[config.mk]
export PLATFORM = sky130hd
export DESIGN_NAME = token_scope_structure_builder
export DESIGN_NICKNAME = d
export VERILOG_FILES = /design/src/hdl/tssb_pkg.sv /design/src/hdl/token_scope_structure_builder.sv /design/src/hdl/tssb_ram.sv /design/src/hdl/tssb_ctrl.sv /design/src/hdl/tssb_dp.sv
export VERILOG_INCLUDE_DIRS = /design/src /design/src/hdl
export SDC_FILE = /design/constraint.sdc
export NUM_CORES = 1
export LEC_CHECK = 0
export BUFFER_PORTS_ARGS = -buffer_cell sky130_fd_sc_hd__buf_2
export CAP_MARGIN = 20
export CORE_ASPECT_RATIO = 1.2
export CORE_MARGIN = 4
export CORE_UTILIZATION = 49
export CTS_BUF_LIST = sky130_fd_sc_hd__clkbuf_16
export CTS_CLUSTER_DIAMETER = 50
export DETAILED_ROUTE_END_ITERATION = 7
export GPL_TIMING_DRIVEN = 0
export MAX_ROUTING_LAYER = met4
export PLACE_DENSITY = 0.66
export SYNTH_ARGS = -nofsm -noshare
export SYNTH_HDL_FRONTEND = slang
export SYNTH_SLANG_ARGS = --single-unit
[constraint.sdc]
create_clock -name aclk -period 5.7 [get_ports aclk]
set_input_delay 1.425 -clock aclk [delete_from_list [all_inputs] [get_ports aclk]]
set_output_delay 1.425 -clock aclk [all_outputs]
set_load 0.02 [all_outputs]
[src/hdl/assert_macros.svh]
// Assertion macros shared by the files that check their own logic.
`ifndef ASSERT_MACROS_SVH
`define ASSERT_MACROS_SVH

// Condition that must hold on every clock edge outside reset.
`define ASSERT_ALWAYS(lbl, clk, rstn, expr, msg) \
    lbl: assert property (@(posedge clk) disable iff (!rstn) (expr)) else $error(msg);

// Same-cycle implication.
`define ASSERT_IMPLIES(lbl, clk, rstn, ante, cons, msg) \
    lbl: assert property (@(posedge clk) disable iff (!rstn) (ante) |-> (cons)) else $error(msg);

// Next-cycle implication.
`define ASSERT_NEXT(lbl, clk, rstn, ante, cons, msg) \
    lbl: assert property (@(posedge clk) disable iff (!rstn) (ante) |=> (cons)) else $error(msg);

`endif

[src/hdl/tssb_pkg.sv]
// Shared types, codes and the scope typing function of the scope structure builder.
package tssb_pkg;

    // token classes
    localparam logic [3:0] CLS_OTHER  = 4'd0;
    localparam logic [3:0] CLS_SEMI   = 4'd1;
    localparam logic [3:0] CLS_LBRACE = 4'd2;
    localparam logic [3:0] CLS_RBRACE = 4'd3;
    localparam logic [3:0] CLS_LPAREN = 4'd4;
    localparam logic [3:0] CLS_IDENT  = 4'd5;
    localparam logic [3:0] CLS_CLASS  = 4'd6;
    localparam logic [3:0] CLS_COND   = 4'd7;
    localparam logic [3:0] CLS_LOOP   = 4'd8;
    localparam logic [3:0] CLS_TRY    = 4'd9;

    // record kinds
    localparam logic [1:0] REC_CONTENT = 2'd0;
    localparam logic [1:0] REC_OPEN    = 2'd1;
    localparam logic [1:0] REC_SIG     = 2'd2;
    localparam logic [1:0] REC_ERROR   = 2'd3;

    // scope types
    localparam logic [2:0] SCOPE_NAKED = 3'd0;
    localparam logic [2:0] SCOPE_FUNC  = 3'd1;
    localparam logic [2:0] SCOPE_CLASS = 3'd2;
    localparam logic [2:0] SCOPE_COND  = 3'd3;
    localparam logic [2:0] SCOPE_LOOP  = 3'd4;
    localparam logic [2:0] SCOPE_TRY   = 3'd5;

    // error codes
    localparam logic [2:0] ERR_EMPTY_STMT   = 3'd0;
    localparam logic [2:0] ERR_MISSING_SEMI = 3'd1;
    localparam logic [2:0] ERR_STRAY_RBRACE = 3'd2;
    localparam logic [2:0] ERR_EOF_STMT     = 3'd3;
    localparam logic [2:0] ERR_EOF_UNCLOSED = 3'd4;
    localparam logic [2:0] ERR_BUF_FULL     = 3'd5;
    localparam logic [2:0] ERR_STACK_FULL   = 3'd6;
    localparam logic [2:0] ERR_SCOPES_FULL  = 3'd7;

    // controller to datapath commands
    typedef struct packed {
        logic       accept;
        logic       load_err;
        logic [2:0] err_code;
        logic       load_open;
        logic       load_tok;
        logic [1:0] tok_kind;
        logic       last;
        logic       buf_write;
        logic       buf_clear;
        logic       rd_start;
        logic       rd_next;
        logic       push;
        logic       pop;
        logic       pop_load;
        logic       clear_all;
    } tssb_cmd_t;

    // datapath to controller status
    typedef struct packed {
        logic [3:0] cls;
        logic       eos;
        logic       count_zero;
        logic       buf_full;
        logic       stack_full;
        logic       scopes_full;
        logic       depth_one;
        logic       depth_two;
        logic       drain_last;
        logic       out_free;
    } tssb_sts_t;

    // scope type from the buffered statement
    function automatic logic [2:0] block_type_of(input logic       empty,
                                                 input logic [3:0] first_cls,
                                                 input logic       ident_paren,
                                                 input logic       paren);
        logic [2:0] t;
        t = SCOPE_NAKED;
        if (empty) begin
            t = SCOPE_NAKED;
        end else if (first_cls == CLS_CLASS || ident_paren) begin
            t = paren ? SCOPE_FUNC : SCOPE_CLASS;
        end else if (first_cls == CLS_COND) begin
            t = SCOPE_COND;
        end else if (first_cls == CLS_LOOP) begin
            t = SCOPE_LOOP;
        end else if (first_cls == CLS_TRY) begin
            t = SCOPE_TRY;
        end
        return t;
    endfunction

endpackage

[src/hdl/token_scope_structure_builder.sv]
// Top level of the scope structure builder: controller, datapath and checks.
// Records: an error or scope-open record is loaded into the output register from the latched
// transaction; a drained statement token passes through the registered buffer read first.
// Flow: a token is taken only in idle, once the last is through; a boundary drains one buffer
// read a cycle while the output is free; a closing brace refetching its parent adds a pop state.
// Reset: synchronous, active low; control state clears at once, memories are not cleared.
`include "assert_macros.svh"

module token_scope_structure_builder
    import tssb_pkg::*;
#(
    parameter int BUFFER_DEPTH = 32,
    parameter int STACK_DEPTH  = 16,
    parameter int MAX_SCOPES   = 256
) (
    input  logic        aclk,
    input  logic        aresetn,
    input  logic        s_tvalid,
    output logic        s_tready,
    input  logic [7:0]  s_tdata,   // [7:0] token_kind
    input  logic [3:0]  s_tuser,   // [3:0] token_class
    input  logic        s_tlast,   // end_of_stream
    output logic        m_tvalid,
    input  logic        m_tready,
    output logic [71:0] m_tdata,   // [7:0] out_token_kind, [15:8] scope_index,
                                   // [23:16] parent_index, [26:24] block_type,
                                   // [32:27] signature_length, [35:33] error_code,
                                   // [67:36] position, [71:68] zero
    output logic [1:0]  m_tuser,   // [1:0] record_kind
    output logic        m_tlast    // last
);

    tssb_cmd_t   cmd;
    tssb_sts_t   sts;
    logic [7:0]  out_tok;
    logic [7:0]  out_scope;
    logic [7:0]  out_parent;
    logic [2:0]  out_type;
    logic [5:0]  out_slen;
    logic [2:0]  out_err;
    logic [31:0] out_pos;
    logic        load_any;

    tssb_ctrl u_ctrl (
        .aclk     (aclk),
        .aresetn  (aresetn),
        .s_tvalid (s_tvalid),
        .s_tready (s_tready),
        .sts      (sts),
        .cmd      (cmd)
    );

    tssb_dp #(
        .BUFFER_DEPTH (BUFFER_DEPTH),
        .STACK_DEPTH  (STACK_DEPTH),
        .MAX_SCOPES   (MAX_SCOPES)
    ) u_dp (
        .aclk               (aclk),
        .aresetn            (aresetn),
        .s_token_kind       (s_tdata),
        .s_token_class      (s_tuser),
        .s_end_of_stream    (s_tlast),
        .m_tready           (m_tready),
        .m_tvalid           (m_tvalid),
        .m_record_kind      (m_tuser),
        .m_out_token_kind   (out_tok),
        .m_scope_index      (out_scope),
        .m_parent_index     (out_parent),
        .m_block_type       (out_type),
        .m_signature_length (out_slen),
        .m_error_code       (out_err),
        .m_position         (out_pos),
        .m_last             (m_tlast),
        .cmd                (cmd),
        .sts                (sts)
    );

    // pack the result fields
    assign m_tdata = {4'd0, out_pos, out_err, out_slen, out_type, out_parent, out_scope, out_tok};

    assign load_any = cmd.load_err || cmd.load_open || cmd.load_tok;

    // checks on controller and datapath cooperation
    `ASSERT_NEXT(a_busy_after_accept, aclk, aresetn, s_tvalid && s_tready, !s_tready, "double take")
    `ASSERT_IMPLIES(a_load_when_free, aclk, aresetn, load_any, sts.out_free, "output overwritten")
    `ASSERT_IMPLIES(a_drain_nonempty, aclk, aresetn, cmd.rd_start, !sts.count_zero, "empty drain")
    `ASSERT_NEXT(a_write_counts, aclk, aresetn, cmd.buf_write, !sts.count_zero, "count stuck")

endmodule

[src/hdl/tssb_ram.sv]
// Generic single-write, single-read RAM with registered read data.
module tssb_ram #(
    parameter int WIDTH = 8,
    parameter int DEPTH = 32,
    localparam int AW = (DEPTH > 1) ? $clog2(DEPTH) : 1
) (
    input  logic             aclk,
    input  logic             we,
    input  logic [AW-1:0]    waddr,
    input  logic [WIDTH-1:0] wdata,
    input  logic             re,
    input  logic [AW-1:0]    raddr,
    output logic [WIDTH-1:0] rdata
);

    logic [WIDTH-1:0] mem [DEPTH];
    logic [WIDTH-1:0] rdata_reg;

    // write port and registered read port
    always_ff @(posedge aclk) begin
        if (we) begin
            mem[waddr] <= wdata;
        end
        if (re) begin
            rdata_reg <= mem[raddr];
        end
    end

    assign rdata = rdata_reg;

endmodule

[src/hdl/tssb_ctrl.sv]
// Controller state machine of the scope structure builder.
module tssb_ctrl
    import tssb_pkg::*;
(
    input  logic      aclk,
    input  logic      aresetn,
    input  logic      s_tvalid,
    output logic      s_tready,
    input  tssb_sts_t sts,
    output tssb_cmd_t cmd
);

    localparam logic [2:0] ST_IDLE    = 3'd0;
    localparam logic [2:0] ST_EXEC    = 3'd1;
    localparam logic [2:0] ST_DRAIN_C = 3'd2;
    localparam logic [2:0] ST_DRAIN_S = 3'd3;
    localparam logic [2:0] ST_POP     = 3'd4;
    localparam logic [2:0] ST_EOS2    = 3'd5;

    logic [2:0] state_reg;
    logic [2:0] state_next;

    always_ff @(posedge aclk) begin
        if (!aresetn) begin
            state_reg <= ST_IDLE;
        end else begin
            state_reg <= state_next;
        end
    end

    assign s_tready = (state_reg == ST_IDLE);

    // next state and command decode
    always_comb begin
        cmd        = '0;
        state_next = state_reg;
        case (state_reg)
            ST_IDLE: begin
                if (s_tvalid) begin
                    cmd.accept = 1'b1;
                    state_next = ST_EXEC;
                end
            end
            ST_EXEC: begin
                if (sts.eos) begin
                    // end of stream: leftover statement, then unclosed scopes
                    if (!sts.count_zero) begin
                        if (sts.out_free) begin
                            cmd.load_err = 1'b1;
                            cmd.err_code = ERR_EOF_STMT;
                            cmd.last     = sts.depth_one;
                            if (sts.depth_one) begin
                                cmd.clear_all = 1'b1;
                                state_next    = ST_IDLE;
                            end else begin
                                state_next = ST_EOS2;
                            end
                        end
                    end else if (!sts.depth_one) begin
                        if (sts.out_free) begin
                            cmd.load_err  = 1'b1;
                            cmd.err_code  = ERR_EOF_UNCLOSED;
                            cmd.last      = 1'b1;
                            cmd.clear_all = 1'b1;
                            state_next    = ST_IDLE;
                        end
                    end else begin
                        cmd.clear_all = 1'b1;
                        state_next    = ST_IDLE;
                    end
                end else begin
                    case (sts.cls)
                        CLS_SEMI: begin
                            if (sts.count_zero) begin
                                if (sts.out_free) begin
                                    cmd.load_err = 1'b1;
                                    cmd.err_code = ERR_EMPTY_STMT;
                                    cmd.last     = 1'b1;
                                    state_next   = ST_IDLE;
                                end
                            end else begin
                                cmd.rd_start = 1'b1;
                                state_next   = ST_DRAIN_C;
                            end
                        end
                        CLS_LBRACE: begin
                            if (sts.out_free) begin
                                if (sts.stack_full || sts.scopes_full) begin
                                    cmd.load_err  = 1'b1;
                                    cmd.err_code  = sts.stack_full ? ERR_STACK_FULL
                                                                   : ERR_SCOPES_FULL;
                                    cmd.last      = 1'b1;
                                    cmd.buf_clear = 1'b1;
                                    state_next    = ST_IDLE;
                                end else begin
                                    cmd.load_open = 1'b1;
                                    cmd.last      = sts.count_zero;
                                    cmd.push      = 1'b1;
                                    if (sts.count_zero) begin
                                        cmd.buf_clear = 1'b1;
                                        state_next    = ST_IDLE;
                                    end else begin
                                        cmd.rd_start = 1'b1;
                                        state_next   = ST_DRAIN_S;
                                    end
                                end
                            end
                        end
                        CLS_RBRACE: begin
                            if (!sts.count_zero || sts.depth_one) begin
                                if (sts.out_free) begin
                                    cmd.load_err = 1'b1;
                                    cmd.err_code = !sts.count_zero ? ERR_MISSING_SEMI
                                                                   : ERR_STRAY_RBRACE;
                                    cmd.last     = 1'b1;
                                    state_next   = ST_IDLE;
                                end
                            end else begin
                                cmd.pop    = 1'b1;
                                state_next = sts.depth_two ? ST_IDLE : ST_POP;
                            end
                        end
                        default: begin
                            if (sts.buf_full) begin
                                if (sts.out_free) begin
                                    cmd.load_err = 1'b1;
                                    cmd.err_code = ERR_BUF_FULL;
                                    cmd.last     = 1'b1;
                                    state_next   = ST_IDLE;
                                end
                            end else begin
                                cmd.buf_write = 1'b1;
                                state_next    = ST_IDLE;
                            end
                        end
                    endcase
                end
            end
            ST_DRAIN_C, ST_DRAIN_S: begin
                // one buffered token per cycle while the output slot is free
                if (sts.out_free) begin
                    cmd.load_tok = 1'b1;
                    cmd.tok_kind = (state_reg == ST_DRAIN_S) ? REC_SIG : REC_CONTENT;
                    cmd.last     = sts.drain_last;
                    if (sts.drain_last) begin
                        cmd.buf_clear = 1'b1;
                        state_next    = ST_IDLE;
                    end else begin
                        cmd.rd_next = 1'b1;
                    end
                end
            end
            ST_POP: begin
                cmd.pop_load = 1'b1;
                state_next   = ST_IDLE;
            end
            ST_EOS2: begin
                if (sts.out_free) begin
                    cmd.load_err  = 1'b1;
                    cmd.err_code  = ERR_EOF_UNCLOSED;
                    cmd.last      = 1'b1;
                    cmd.clear_all = 1'b1;
                    state_next    = ST_IDLE;
                end
            end
            default: begin
                state_next = ST_IDLE;
            end
        endcase
    end

endmodule

[src/hdl/tssb_dp.sv]
// Datapath: statement buffer, scope stack, counters and output register.
module tssb_dp
    import tssb_pkg::*;
#(
    parameter int BUFFER_DEPTH = 32,
    parameter int STACK_DEPTH  = 16,
    parameter int MAX_SCOPES   = 256
) (
    input  logic        aclk,
    input  logic        aresetn,
    input  logic [7:0]  s_token_kind,
    input  logic [3:0]  s_token_class,
    input  logic        s_end_of_stream,
    input  logic        m_tready,
    output logic        m_tvalid,
    output logic [1:0]  m_record_kind,
    output logic [7:0]  m_out_token_kind,
    output logic [7:0]  m_scope_index,
    output logic [7:0]  m_parent_index,
    output logic [2:0]  m_block_type,
    output logic [5:0]  m_signature_length,
    output logic [2:0]  m_error_code,
    output logic [31:0] m_position,
    output logic        m_last,
    input  tssb_cmd_t   cmd,
    output tssb_sts_t   sts
);

    localparam int BUF_AW = (BUFFER_DEPTH > 1) ? $clog2(BUFFER_DEPTH) : 1;
    localparam int CNT_W  = $clog2(BUFFER_DEPTH + 1);
    localparam int STK_AW = (STACK_DEPTH > 1) ? $clog2(STACK_DEPTH) : 1;
    localparam int DEP_W  = $clog2(STACK_DEPTH + 1);
    // at least eight bits so the low byte of the index is always there
    localparam int SCP_W  = ($clog2(MAX_SCOPES + 1) > 8) ? $clog2(MAX_SCOPES + 1) : 8;

    // latched transaction
    logic [7:0]        tok_reg;
    logic [3:0]        cls_reg;
    logic              eos_reg;
    logic [31:0]       epos_reg;

    // scope and statement state
    logic [31:0]       pos_reg,     pos_next;
    logic [DEP_W-1:0]  depth_reg,   depth_next;
    logic [SCP_W-1:0]  next_sc_reg, next_sc_next;
    logic [7:0]        cur_sc_reg,  cur_sc_next;
    logic [CNT_W-1:0]  count_reg,   count_next;
    logic [3:0]        first_reg,   first_next;
    logic              paren_reg,   paren_next;
    logic              ipar_reg,    ipar_next;
    logic              ident_reg,   ident_next;
    logic [BUF_AW-1:0] idx_reg,     idx_next;

    // output register
    logic              ov_reg, ov_next;
    logic [1:0]        okind_reg;
    logic [7:0]        otok_reg;
    logic [7:0]        oscope_reg;
    logic [7:0]        oparent_reg;
    logic [2:0]        otype_reg;
    logic [5:0]        oslen_reg;
    logic [2:0]        oerr_reg;
    logic [31:0]       opos_reg;
    logic              olast_reg;

    logic [7:0]        buf_rdata;
    logic              buf_re;
    logic [BUF_AW-1:0] buf_raddr;
    logic [7:0]        stk_rdata;
    logic              out_free;
    logic              load;

    // statement buffer
    assign buf_re    = cmd.rd_start || cmd.rd_next;
    assign buf_raddr = cmd.rd_start ? '0 : idx_reg + BUF_AW'(1);

    tssb_ram #(.WIDTH(8), .DEPTH(BUFFER_DEPTH)) u_buf (
        .aclk  (aclk),
        .we    (cmd.buf_write),
        .waddr (BUF_AW'(count_reg)),
        .wdata (tok_reg),
        .re    (buf_re),
        .raddr (buf_raddr),
        .rdata (buf_rdata)
    );

    // scope stack; entry zero (root) is never stored
    tssb_ram #(.WIDTH(8), .DEPTH(STACK_DEPTH)) u_stk (
        .aclk  (aclk),
        .we    (cmd.push),
        .waddr (STK_AW'(depth_reg)),
        .wdata (next_sc_reg[7:0]),
        .re    (cmd.pop),
        .raddr (STK_AW'(depth_reg - DEP_W'(2))),
        .rdata (stk_rdata)
    );

    // status toward the controller
    assign out_free = !ov_reg || m_tready;
    always_comb begin
        sts.cls         = cls_reg;
        sts.eos         = eos_reg;
        sts.count_zero  = (count_reg == '0);
        sts.buf_full    = (count_reg >= CNT_W'(BUFFER_DEPTH));
        sts.stack_full  = (depth_reg >= DEP_W'(STACK_DEPTH));
        sts.scopes_full = (next_sc_reg >= SCP_W'(MAX_SCOPES));
        sts.depth_one   = (depth_reg == DEP_W'(1));
        sts.depth_two   = (depth_reg == DEP_W'(2));
        sts.drain_last  = ((CNT_W'(idx_reg) + CNT_W'(1)) == count_reg);
        sts.out_free    = out_free;
    end

    // latch an accepted transaction; classes above nine act as other
    always_ff @(posedge aclk) begin
        if (cmd.accept) begin
            tok_reg  <= s_token_kind;
            cls_reg  <= (s_token_class > CLS_TRY) ? CLS_OTHER : s_token_class;
            eos_reg  <= s_end_of_stream;
            epos_reg <= pos_reg;
        end
    end

    // next-state logic for scope and statement state
    always_comb begin
        pos_next     = pos_reg;
        depth_next   = depth_reg;
        next_sc_next = next_sc_reg;
        cur_sc_next  = cur_sc_reg;
        count_next   = count_reg;
        first_next   = first_reg;
        paren_next   = paren_reg;
        ipar_next    = ipar_reg;
        ident_next   = ident_reg;
        idx_next     = idx_reg;

        if (cmd.accept && !s_end_of_stream && (pos_reg != '1)) begin
            pos_next = pos_reg + 32'd1;
        end
        if (cmd.buf_write) begin
            count_next = count_reg + CNT_W'(1);
            if (count_reg == '0) begin
                first_next = cls_reg;
            end
            if (cls_reg == CLS_LPAREN) begin
                paren_next = 1'b1;
                if (ident_reg) begin
                    ipar_next = 1'b1;
                end
            end
            ident_next = (cls_reg == CLS_IDENT);
        end
        if (cmd.rd_start) begin
            idx_next = '0;
        end else if (cmd.rd_next) begin
            idx_next = idx_reg + BUF_AW'(1);
        end
        if (cmd.push) begin
            depth_next   = depth_reg + DEP_W'(1);
            next_sc_next = next_sc_reg + SCP_W'(1);
            cur_sc_next  = next_sc_reg[7:0];
        end
        if (cmd.pop) begin
            depth_next = depth_reg - DEP_W'(1);
            if (depth_reg == DEP_W'(2)) begin
                cur_sc_next = 8'd0;
            end
        end
        if (cmd.pop_load) begin
            cur_sc_next = stk_rdata;
        end
        if (cmd.buf_clear || cmd.clear_all) begin
            count_next = '0;
            first_next = CLS_OTHER;
            paren_next = 1'b0;
            ipar_next  = 1'b0;
            ident_next = 1'b0;
        end
        if (cmd.clear_all) begin
            pos_next     = '0;
            depth_next   = DEP_W'(1);
            next_sc_next = SCP_W'(1);
            cur_sc_next  = 8'd0;
        end
    end

    always_ff @(posedge aclk) begin
        if (!aresetn) begin
            pos_reg     <= '0;
            depth_reg   <= DEP_W'(1);
            next_sc_reg <= SCP_W'(1);
            cur_sc_reg  <= 8'd0;
            count_reg   <= '0;
            first_reg   <= CLS_OTHER;
            paren_reg   <= 1'b0;
            ipar_reg    <= 1'b0;
            ident_reg   <= 1'b0;
            idx_reg     <= '0;
        end else begin
            pos_reg     <= pos_next;
            depth_reg   <= depth_next;
            next_sc_reg <= next_sc_next;
            cur_sc_reg  <= cur_sc_next;
            count_reg   <= count_next;
            first_reg   <= first_next;
            paren_reg   <= paren_next;
            ipar_reg    <= ipar_next;
            ident_reg   <= ident_next;
            idx_reg     <= idx_next;
        end
    end

    // output register valid
    assign load    = cmd.load_err || cmd.load_open || cmd.load_tok;
    assign ov_next = load ? 1'b1 : (m_tready ? 1'b0 : ov_reg);

    always_ff @(posedge aclk) begin
        if (!aresetn) begin
            ov_reg <= 1'b0;
        end else begin
            ov_reg <= ov_next;
        end
    end

    // output register payload
    always_ff @(posedge aclk) begin
        if (load) begin
            okind_reg   <= REC_ERROR;
            otok_reg    <= 8'd0;
            oscope_reg  <= 8'd0;
            oparent_reg <= 8'd0;
            otype_reg   <= SCOPE_NAKED;
            oslen_reg   <= 6'd0;
            oerr_reg    <= ERR_EMPTY_STMT;
            opos_reg    <= 32'd0;
            olast_reg   <= cmd.last;
            if (cmd.load_err) begin
                oerr_reg <= cmd.err_code;
                opos_reg <= epos_reg;
            end else if (cmd.load_open) begin
                okind_reg   <= REC_OPEN;
                oscope_reg  <= next_sc_reg[7:0];
                oparent_reg <= cur_sc_reg;
                otype_reg   <= block_type_of(count_reg == '0, first_reg, ipar_reg, paren_reg);
                oslen_reg   <= 6'(count_reg);
            end else begin
                okind_reg  <= cmd.tok_kind;
                otok_reg   <= buf_rdata;
                oscope_reg <= cur_sc_reg;
            end
        end
    end

    assign m_tvalid           = ov_reg;
    assign m_record_kind      = okind_reg;
    assign m_out_token_kind   = otok_reg;
    assign m_scope_index      = oscope_reg;
    assign m_parent_index     = oparent_reg;
    assign m_block_type       = otype_reg;
    assign m_signature_length = oslen_reg;
    assign m_error_code       = oerr_reg;
    assign m_position         = opos_reg;
    assign m_last             = olast_reg;

endmodule
# ---- Word level (Yosys, flattened, before mapping)
# Memory sizes are Yosys's and may differ from the RTL's. A register that Yosys moved wholly into a read port is not among the register bits.
# Cells that the tools add are included.
dict set report totals {
  regBits 192
  ram_bits 384
  input_bits 17
  out_inout_bits 77
  wordCells 201
  memories 2
}
dict set report classes {
  add_sub_neg 8
  n_lt_le_gt_ge 4
  n_eq_ne 23
  muxes 107
  bitwise 2
  reduce_logical 29
}
# memory depth word_bits read_ports rd_clocked_by_memory_dff wr line
set memory_table {}
lappend memory_table {u_dp.u_buf.mem 32 8 1 1 1 tssb_ram.sv:16} ;# logic [WIDTH-1:0] mem [DEPTH];
lappend memory_table {u_dp.u_stk.mem 16 8 1 1 1 tssb_ram.sv:16}
# op count
set op_table {}
lappend op_table {{3-bit two-way mux} 20}
lappend op_table {{4-bit two-way mux} 13}
lappend op_table {{1-bit two-way mux} 47}
lappend op_table {{8-bit two-way mux} 5}
lappend op_table {{32-bit by 1-bit adder with 32-bit output, second input constant} 1}
lappend op_table {{32-bit != test, second input constant} 1}
lappend op_table {{5-bit two-way mux} 4}
lappend op_table {{2-bit two-way mux} 9}
lappend op_table {{4-bit by 3-bit == test with 1-bit output, second input constant} 4}
lappend op_table {{3-bit one-hot mux with 4 select lines} 1}
lappend op_table {{4-bit one-hot mux with 3 select lines} 1}
lappend op_table {{2-bit OR reduction} 6}
lappend op_table {{5-bit by 1-bit adder with 5-bit output, second input constant} 2}
lappend op_table {{9-bit by 1-bit adder with 9-bit output, second input constant} 1}
lappend op_table {{9-bit greater-or-equal comparator, second input constant} 1}
lappend op_table {{3-bit one-hot mux with 3 select lines} 1}
lappend op_table {{4-bit by 2-bit == test with 1-bit output, second input constant} 2}
lappend op_table {{4-bit == test, second input constant} 2}
lappend op_table {{1-bit logical OR} 8}
lappend op_table {{4-bit one-hot mux with 2 select lines} 1}
lappend op_table {{5-bit by 1-bit adder with 6-bit output, second input constant} 1}
lappend op_table {{6-bit by 1-bit adder with 6-bit output, second input constant} 1}
lappend op_table {{3-bit by 2-bit == test with 1-bit output, second input constant} 2}
lappend op_table {{3-bit == test, second input constant} 2}
lappend op_table {{26 further kinds} 37}

# ---- Longest topological paths before layout
dict set report logic_depth {
  word_depth 11
  mapped_depth 11
}

# ---- Modules after synthesis
# Synthesis repeated with hierarchy kept, for this count alone.
dict set report hier_totals {
  cells_unflattened 1420
  hier_area_um2 23906.7
}
# mod instances cells_per_inst area_each_um2 seq_area_each_um2
set modules_own_cells {}
lappend modules_own_cells {{tssb_ram (u_dp.u_buf)} 1 417 10133.5 7927.6}
lappend modules_own_cells {tssb_dp 1 663 7792.5 4944.7}
lappend modules_own_cells {{tssb_ram (u_dp.u_stk)} 1 229 5227.5 4083.9}
lappend modules_own_cells {tssb_ctrl 1 106 719.4 60.1}
lappend modules_own_cells {token_scope_structure_builder 1 5 33.8 0.0}

# ---- Worst setup path before layout
# No wires, ideal clock.
dict set report synth_timing {
  path_kind {in2reg}
  from {input port m_tready}
  to {register u_dp.otype_reg[0] (netlist: u_dp.m_block_type[0]), enable pin}
  t_arrival_ps 4316
  t_required_ps 4785
  path_slack_ps 468
  cell_stages 6
  n_path_buf 3
  path_cell_list {nand2b_1 clkbuf_1 nand4_2 clkbuf_1 clkbuf_1 nand3_1}
}
dict set report synth_via {
  elab_chain_cells 8
  elab_cells_between_ends 22
  classes_between {mux (19); reduce/logical (3)}
}
# element line
set synth_lines {}
lappend synth_lines {{start: declaration} token_scope_structure_builder.sv:24} ;# input logic m_tready,
lappend synth_lines {{1-bit logical OR *} tssb_dp.sv:99} ;# assign out_free = !ov_reg || m_tready;
lappend synth_lines {{4-bit two-way mux (on tied branches) (2 in series)} --}
lappend synth_lines {{4-bit one-hot mux with 3 select lines or 4-bit two-way mux (tied branches)} {tssb_ctrl.sv:72, tssb_ctrl.sv:47}}
lappend synth_lines {{4-bit two-way mux} tssb_ctrl.sv:45} ;# if (sts.eos) begin
lappend synth_lines {{4-bit one-hot mux with 2 select lines} tssb_ctrl.sv:37} ;# case (state_reg)
lappend synth_lines {{1-bit logical OR} tssb_dp.sv:213} ;# assign load = cmd.load_err || cmd.load_open || cmd.load_tok;
lappend synth_lines {{1-bit logical OR *} tssb_dp.sv:213}
lappend synth_lines {{via u_dp.load} tssb_dp.sv:71} ;# logic load;
lappend synth_lines {{end signal: assignment} tssb_dp.sv:243} ;# otype_reg <= block_type_of(count_reg == '0, first_reg, ipar_reg, paren_reg);
lappend synth_lines {{end: declaration} tssb_dp.sv:60} ;# logic [2:0] otype_reg;
# Mark *: on every way through the listed nets, which the timed path passes. The rest lies on a longest branch.
# A chain may end at the register's enable or synchronous reset.

# ---- Worst setup path in the final report
dict set report layout_timing {
  from {register u_dp.depth_reg[1]}
  to {register u_dp.opos_reg[23] (netlist: u_dp.m_position[23]), enable pin}
}
dict set report layout_via {
  elab_chain_cells 9
  elab_cells_between_ends 18
  classes_between {order compare (1); eq/ne (1); mux (12); reduce/logical (4)}
}
# element line
set layout_lines {}
lappend layout_lines {{start: declaration} tssb_dp.sv:44} ;# logic [DEP_W-1:0] depth_reg, depth_next;
lappend layout_lines {{start signal: assignment} tssb_dp.sv:200} ;# depth_reg <= depth_next;
lappend layout_lines {{5-bit greater-or-equal comparator} tssb_dp.sv:105} ;# sts.stack_full = (depth_reg >= DEP_W'(STACK_DEPTH));
lappend layout_lines {{1-bit logical OR} tssb_ctrl.sv:88} ;# if (sts.stack_full || sts.scopes_full) begin
lappend layout_lines {{4-bit two-way mux or 1-bit two-way mux (tied branches)} tssb_ctrl.sv:88}
lappend layout_lines {{5-bit two-way mux} tssb_ctrl.sv:87} ;# if (sts.out_free) begin
lappend layout_lines {{4-bit one-hot mux with 3 select lines or 1-bit two-way mux (tied branches)} tssb_ctrl.sv:72} ;# case (sts.cls)
lappend layout_lines {{4-bit two-way mux or 1-bit two-way mux (tied branches)} tssb_ctrl.sv:45}
lappend layout_lines {{4-bit one-hot mux with 2 select lines or 1-bit two-way mux (tied branches)} tssb_ctrl.sv:37}
lappend layout_lines {{1-bit logical OR * (2 in series)} tssb_dp.sv:213}
lappend layout_lines {{via u_dp.load} tssb_dp.sv:71}
lappend layout_lines {{end signal: assignment} tssb_dp.sv:238} ;# opos_reg <= epos_reg;
lappend layout_lines {{end: declaration} tssb_dp.sv:63} ;# logic [31:0] opos_reg;
# Marked as above.

==> run_results.csv <==
group,metric,value,unit
clocking,cts_inserted_buffers,58,
critical_path,critPathLaunchType,"flip-flop",
placed_design,place.gp.congestion,0.8850,
grt,grt_start_max_net_pins,50,
flow_run,maxCapViolations,0,
synthesis,netlist_instances,1590,
min_path,min_delay_worst_endpoint,"u_dp.cur_sc_reg[0]",
floorplan,die_h,251.3,um
placed_design,numPlacedInstances,2320,
critical_path,arrival_time_of_the_worst_setup_path,4.85,ns
min_path,holdCritPathClass,"reg -> reg",
critical_path,r2r_start,"u_dp.depth_reg[1]",
route,antenna_violating_nets_post_route,0,
grt,global_route_usage_over_all_layers,21.00,%
critical_path,reg2reg_depth,12,
critical_path,crit_path_max_fanout,49,
timing,period_share,79.21,%
floorplan,rows,88,
synthesis,synthDominantAreaCellType,"sky130_fd_sc_hd__edfxtp_1",
placed_design,detailed_place.area,25580,sq um
clocking,root_buffer_master,"sky130_fd_sc_hd__clkbuf_16",
route,routedWlPerCell,22.40,um
pwr,total_leakage_power,9.165,nW
synthesis,count_of_synthesis_stage_warnings_from_yosys,0,
layout,area_growth,13.73,%
clocking,clk_pin_slew_worst_paths,0.06,ns
layout,final_design_area_no_fill,27480,sq um
timing,worst_slew_pin_slew,1.114,ns
clocking,cts-hold-fix-buffers,0,
synthesis,async_sr_flop_fraction,0,%
timing,max_freq,221.5,MHz
critical_path,reg2reg_end,"u_dp.m_position[23]",
critical_path,critPathKind,"reg -> reg",
clocking,cts_resized,0,
layout,registers_with_the_most_flip_flops,"u_dp.u_buf.mem: 256 flops, u_dp.u_stk.mem: 128 flops",
run_status,result_of_the_run,"completed",
layout,layout.cells.non_filler,2433,
grt,via_count_of_the_first_global_routing_pass,14040,
layout,top_register,"u_dp.u_buf.mem",
layout,largest_register_ffs,256,
synthesis,synth.lib_cells_used.distinct,79,
synthesis,post_synth_instance_area,24170,sq um
layout,share_of_layout_cells_above_drive_strength_1,19.42,%
synthesis,synth_seq_cells,592,
clocking,tritoncts,"done",
route,detail_route.wirelength,54490,um
pwr,max-vdd-ir-drop,0.0002713,V
grt,grtUsageMet2,35.99,%
synthesis,synth.avg_cell_area,15.20,sq um
timing,finClkSkew,0.02749,ns
placed_design,port_buffers,88,
clocking,cts-root-to-sink-buffers,3,
synthesis,synth_flop_cell,"sky130_fd_sc_hd__edfxtp_1",
floorplan,floorplan.core_area,48450,sq um
timing,final-setup-viol-count,0,
timing,period_needed,4.515,ns
route,dr_total_vias,13940,
grt,grt_first_pass_wirelength,83190,um
clocking,cts_post_setup_buffers_inserted,0,
synthesis,proportion_of_synthesized_chip_area_in_sequential_cells,70.42,%
min_path,min_delay_path_depth,2,
synthesis,synth-edff-count,516,
grt,grt.met1_usage,25.42,%
clocking,clk-insertion-delay-late,0.62,ns
grt,globalRoute.busiestLayer,"met2",
synthesis,yosys-top-cells-count,"sky130_fd_sc_hd__edfxtp_1, sky130_fd_sc_hd__nor2_1, sky130_fd_sc_hd__nand2_1",
floorplan,die_w,210.7,um
floorplan,design.die.area,52950,sq um
grt,antenna_found_initial,2,
grt,total_global_routing_overflow,0,
timing,slew-limit-headroom,25.35,%
route,initial_drt_markers,1013,
min_path,hold_path.startpoint,"u_dp.u_stk.rdata[0]",
layout,layout.nets,1788,
grt,gr-usage-met3,3.208,%
floorplan,initial_core_util,49.88,%
floorplan,number_of_top_level_pins,94,
critical_path,r2r_slack,1.18,ns
clocking,numClockSinks,592,
synthesis,yosysTopAreaCellShare,64.12,%
critical_path,timing.critical_path.required,6.03,ns
route,drt-vias-per-instance,5.729,
critical_path,setup.worst_path.end_class,"flip-flop",
timing,unrepaired_setup_endpoints_after_global_routing,"false",
synthesis,cell_with_the_most_instances_after_synthesis,"sky130_fd_sc_hd__edfxtp_1",
placed_design,place.detailed.hpwl,37470,um
clocking,ctsHtreeMaxLevel,2,
route,drt-pass1-iter-count,5,
pwr,power.density,313.4,nW/um^2
route,post_route_drc,0,
timing,hold_viol,0,
timing,drv_slew,0,
synthesis,synth.top_cells.by_area,"sky130_fd_sc_hd__edfxtp_1, sky130_fd_sc_hd__dfxtp_1, sky130_fd_sc_hd__mux4_2",
==> worst max-delay path by stage <==
stage	to	depth (start not counted)	slack [ns]	startpoint
after floorplan	u_dp.m_block_type[0]	6	0.47	m_tready
after global placement	u_dp.m_position[23]	7	-1.90	m_tready
after detailed placement	u_dp.m_position[19]	8	0.82	m_tready
after CTS	u_dp.m_position[23]	12	1.17	u_dp.depth_reg[1]
after global routing	u_dp.m_position[23]	12	0.83	u_dp.depth_reg[1]
final	u_dp.m_position[23]	12	1.18	u_dp.depth_reg[1]
==> worst max-delay path, stage by stage, from the launching register on <==
cell and delay [ns]:
sky130_fd_sc_hd__dfxtp_1 0.41, sky130_fd_sc_hd__clkbuf_1 0.32, sky130_fd_sc_hd__clkbuf_1 0.49, sky130_fd_sc_hd__inv_1 0.23
sky130_fd_sc_hd__ha_1 0.27, sky130_fd_sc_hd__or4b_1 0.28, sky130_fd_sc_hd__nand3_1 0.25, sky130_fd_sc_hd__a21oi_1 0.23
sky130_fd_sc_hd__o21ai_0 0.12, sky130_fd_sc_hd__a21oi_2 0.49, sky130_fd_sc_hd__buf_2 0.38, sky130_fd_sc_hd__nand3_4 0.36
sky130_fd_sc_hd__buf_16 0.36
==> per-layer routing <==
metal,routed length (um),vias up
li1,-,6382
met1,21180,6969
met2,28640,477
met3,2970,110
met4,1701,0
met5,0,-
==> cell usage in the layout (no fill, tap or decap), types with 10 or more instances in the layout <==
cell type and count:
sky130_fd_sc_hd__mux4_2 64, sky130_fd_sc_hd__nor2b_1 50, sky130_fd_sc_hd__mux2i_1 26, sky130_fd_sc_hd__clkinv_1 14
sky130_fd_sc_hd__a21oi_1 80, sky130_fd_sc_hd__o21ai_0 43, sky130_fd_sc_hd__xnor2_1 23, sky130_fd_sc_hd__clkbuf_1 27
sky130_fd_sc_hd__nand2_1 109, sky130_fd_sc_hd__mux2_2 23, sky130_fd_sc_hd__xor2_1 29, sky130_fd_sc_hd__dfxtp_1 76
sky130_fd_sc_hd__nand3_1 26, sky130_fd_sc_hd__buf_4 12, sky130_fd_sc_hd__and3_1 21, sky130_fd_sc_hd__clkbuf_16 59
sky130_fd_sc_hd__nor3_1 21, sky130_fd_sc_hd__buf_2 122, sky130_fd_sc_hd__and2_1 16, sky130_fd_sc_hd__edfxtp_1 516
sky130_fd_sc_hd__a211oi_1 11, sky130_fd_sc_hd__buf_6 10, sky130_fd_sc_hd__nor2_1 169, sky130_fd_sc_hd__nand4_1 21
sky130_fd_sc_hd__o211ai_1 10, sky130_fd_sc_hd__ha_1 15, sky130_fd_sc_hd__inv_1 36
==> metrics by stage <==
step	TNS (ns)	worst slack, ns	hold WS, ns	total power, mW	utilization [%]
finish	0	1.185	0.4773	8.613	56.73
global route	0	0.8314	0.4903	8.862	56.73
CTS	0	1.168	0.4803	8.665	56.47
detailed placement	0	0.8204	0.4635	5.121	52.80
global placement	-134.15	-1.896	0.4557	5.103	52.44
floorplan	0	0.4683	0.4392	5.012	-
==> area by class of cell <==
type	instances	area, sq um
diodes	1	2.502
clock inverters	47	301.5
plain buffers	85	455.4
well taps	630	788.3
fillers	3825	20960
inverters	19	71.32
multi-input cells	897	6646
flip-flops and latches	592	17020
clock buffers	59	1476
repair buffers	103	725.7
==> power by group <==
group	switching [mW]	internal (mW)
registers	0.0308	4.74
clock network	1.61	1.97
logic	0.174	0.0867
total	1.81	6.80
==> kinds of logic after synthesis <==
family | share of synthesized area [%]
AO/OA/AOI/OAI | 5.732
flip-flops | 70.42
other | 0.01552
buffers and inverters | 2.180
XOR/XNOR | 2.071
multiplexers | 8.113
AND/OR/NAND/NOR | 10.66
adder cells (fa/ha/maj) | 0.8181
(Power assumes the default switching activity.)
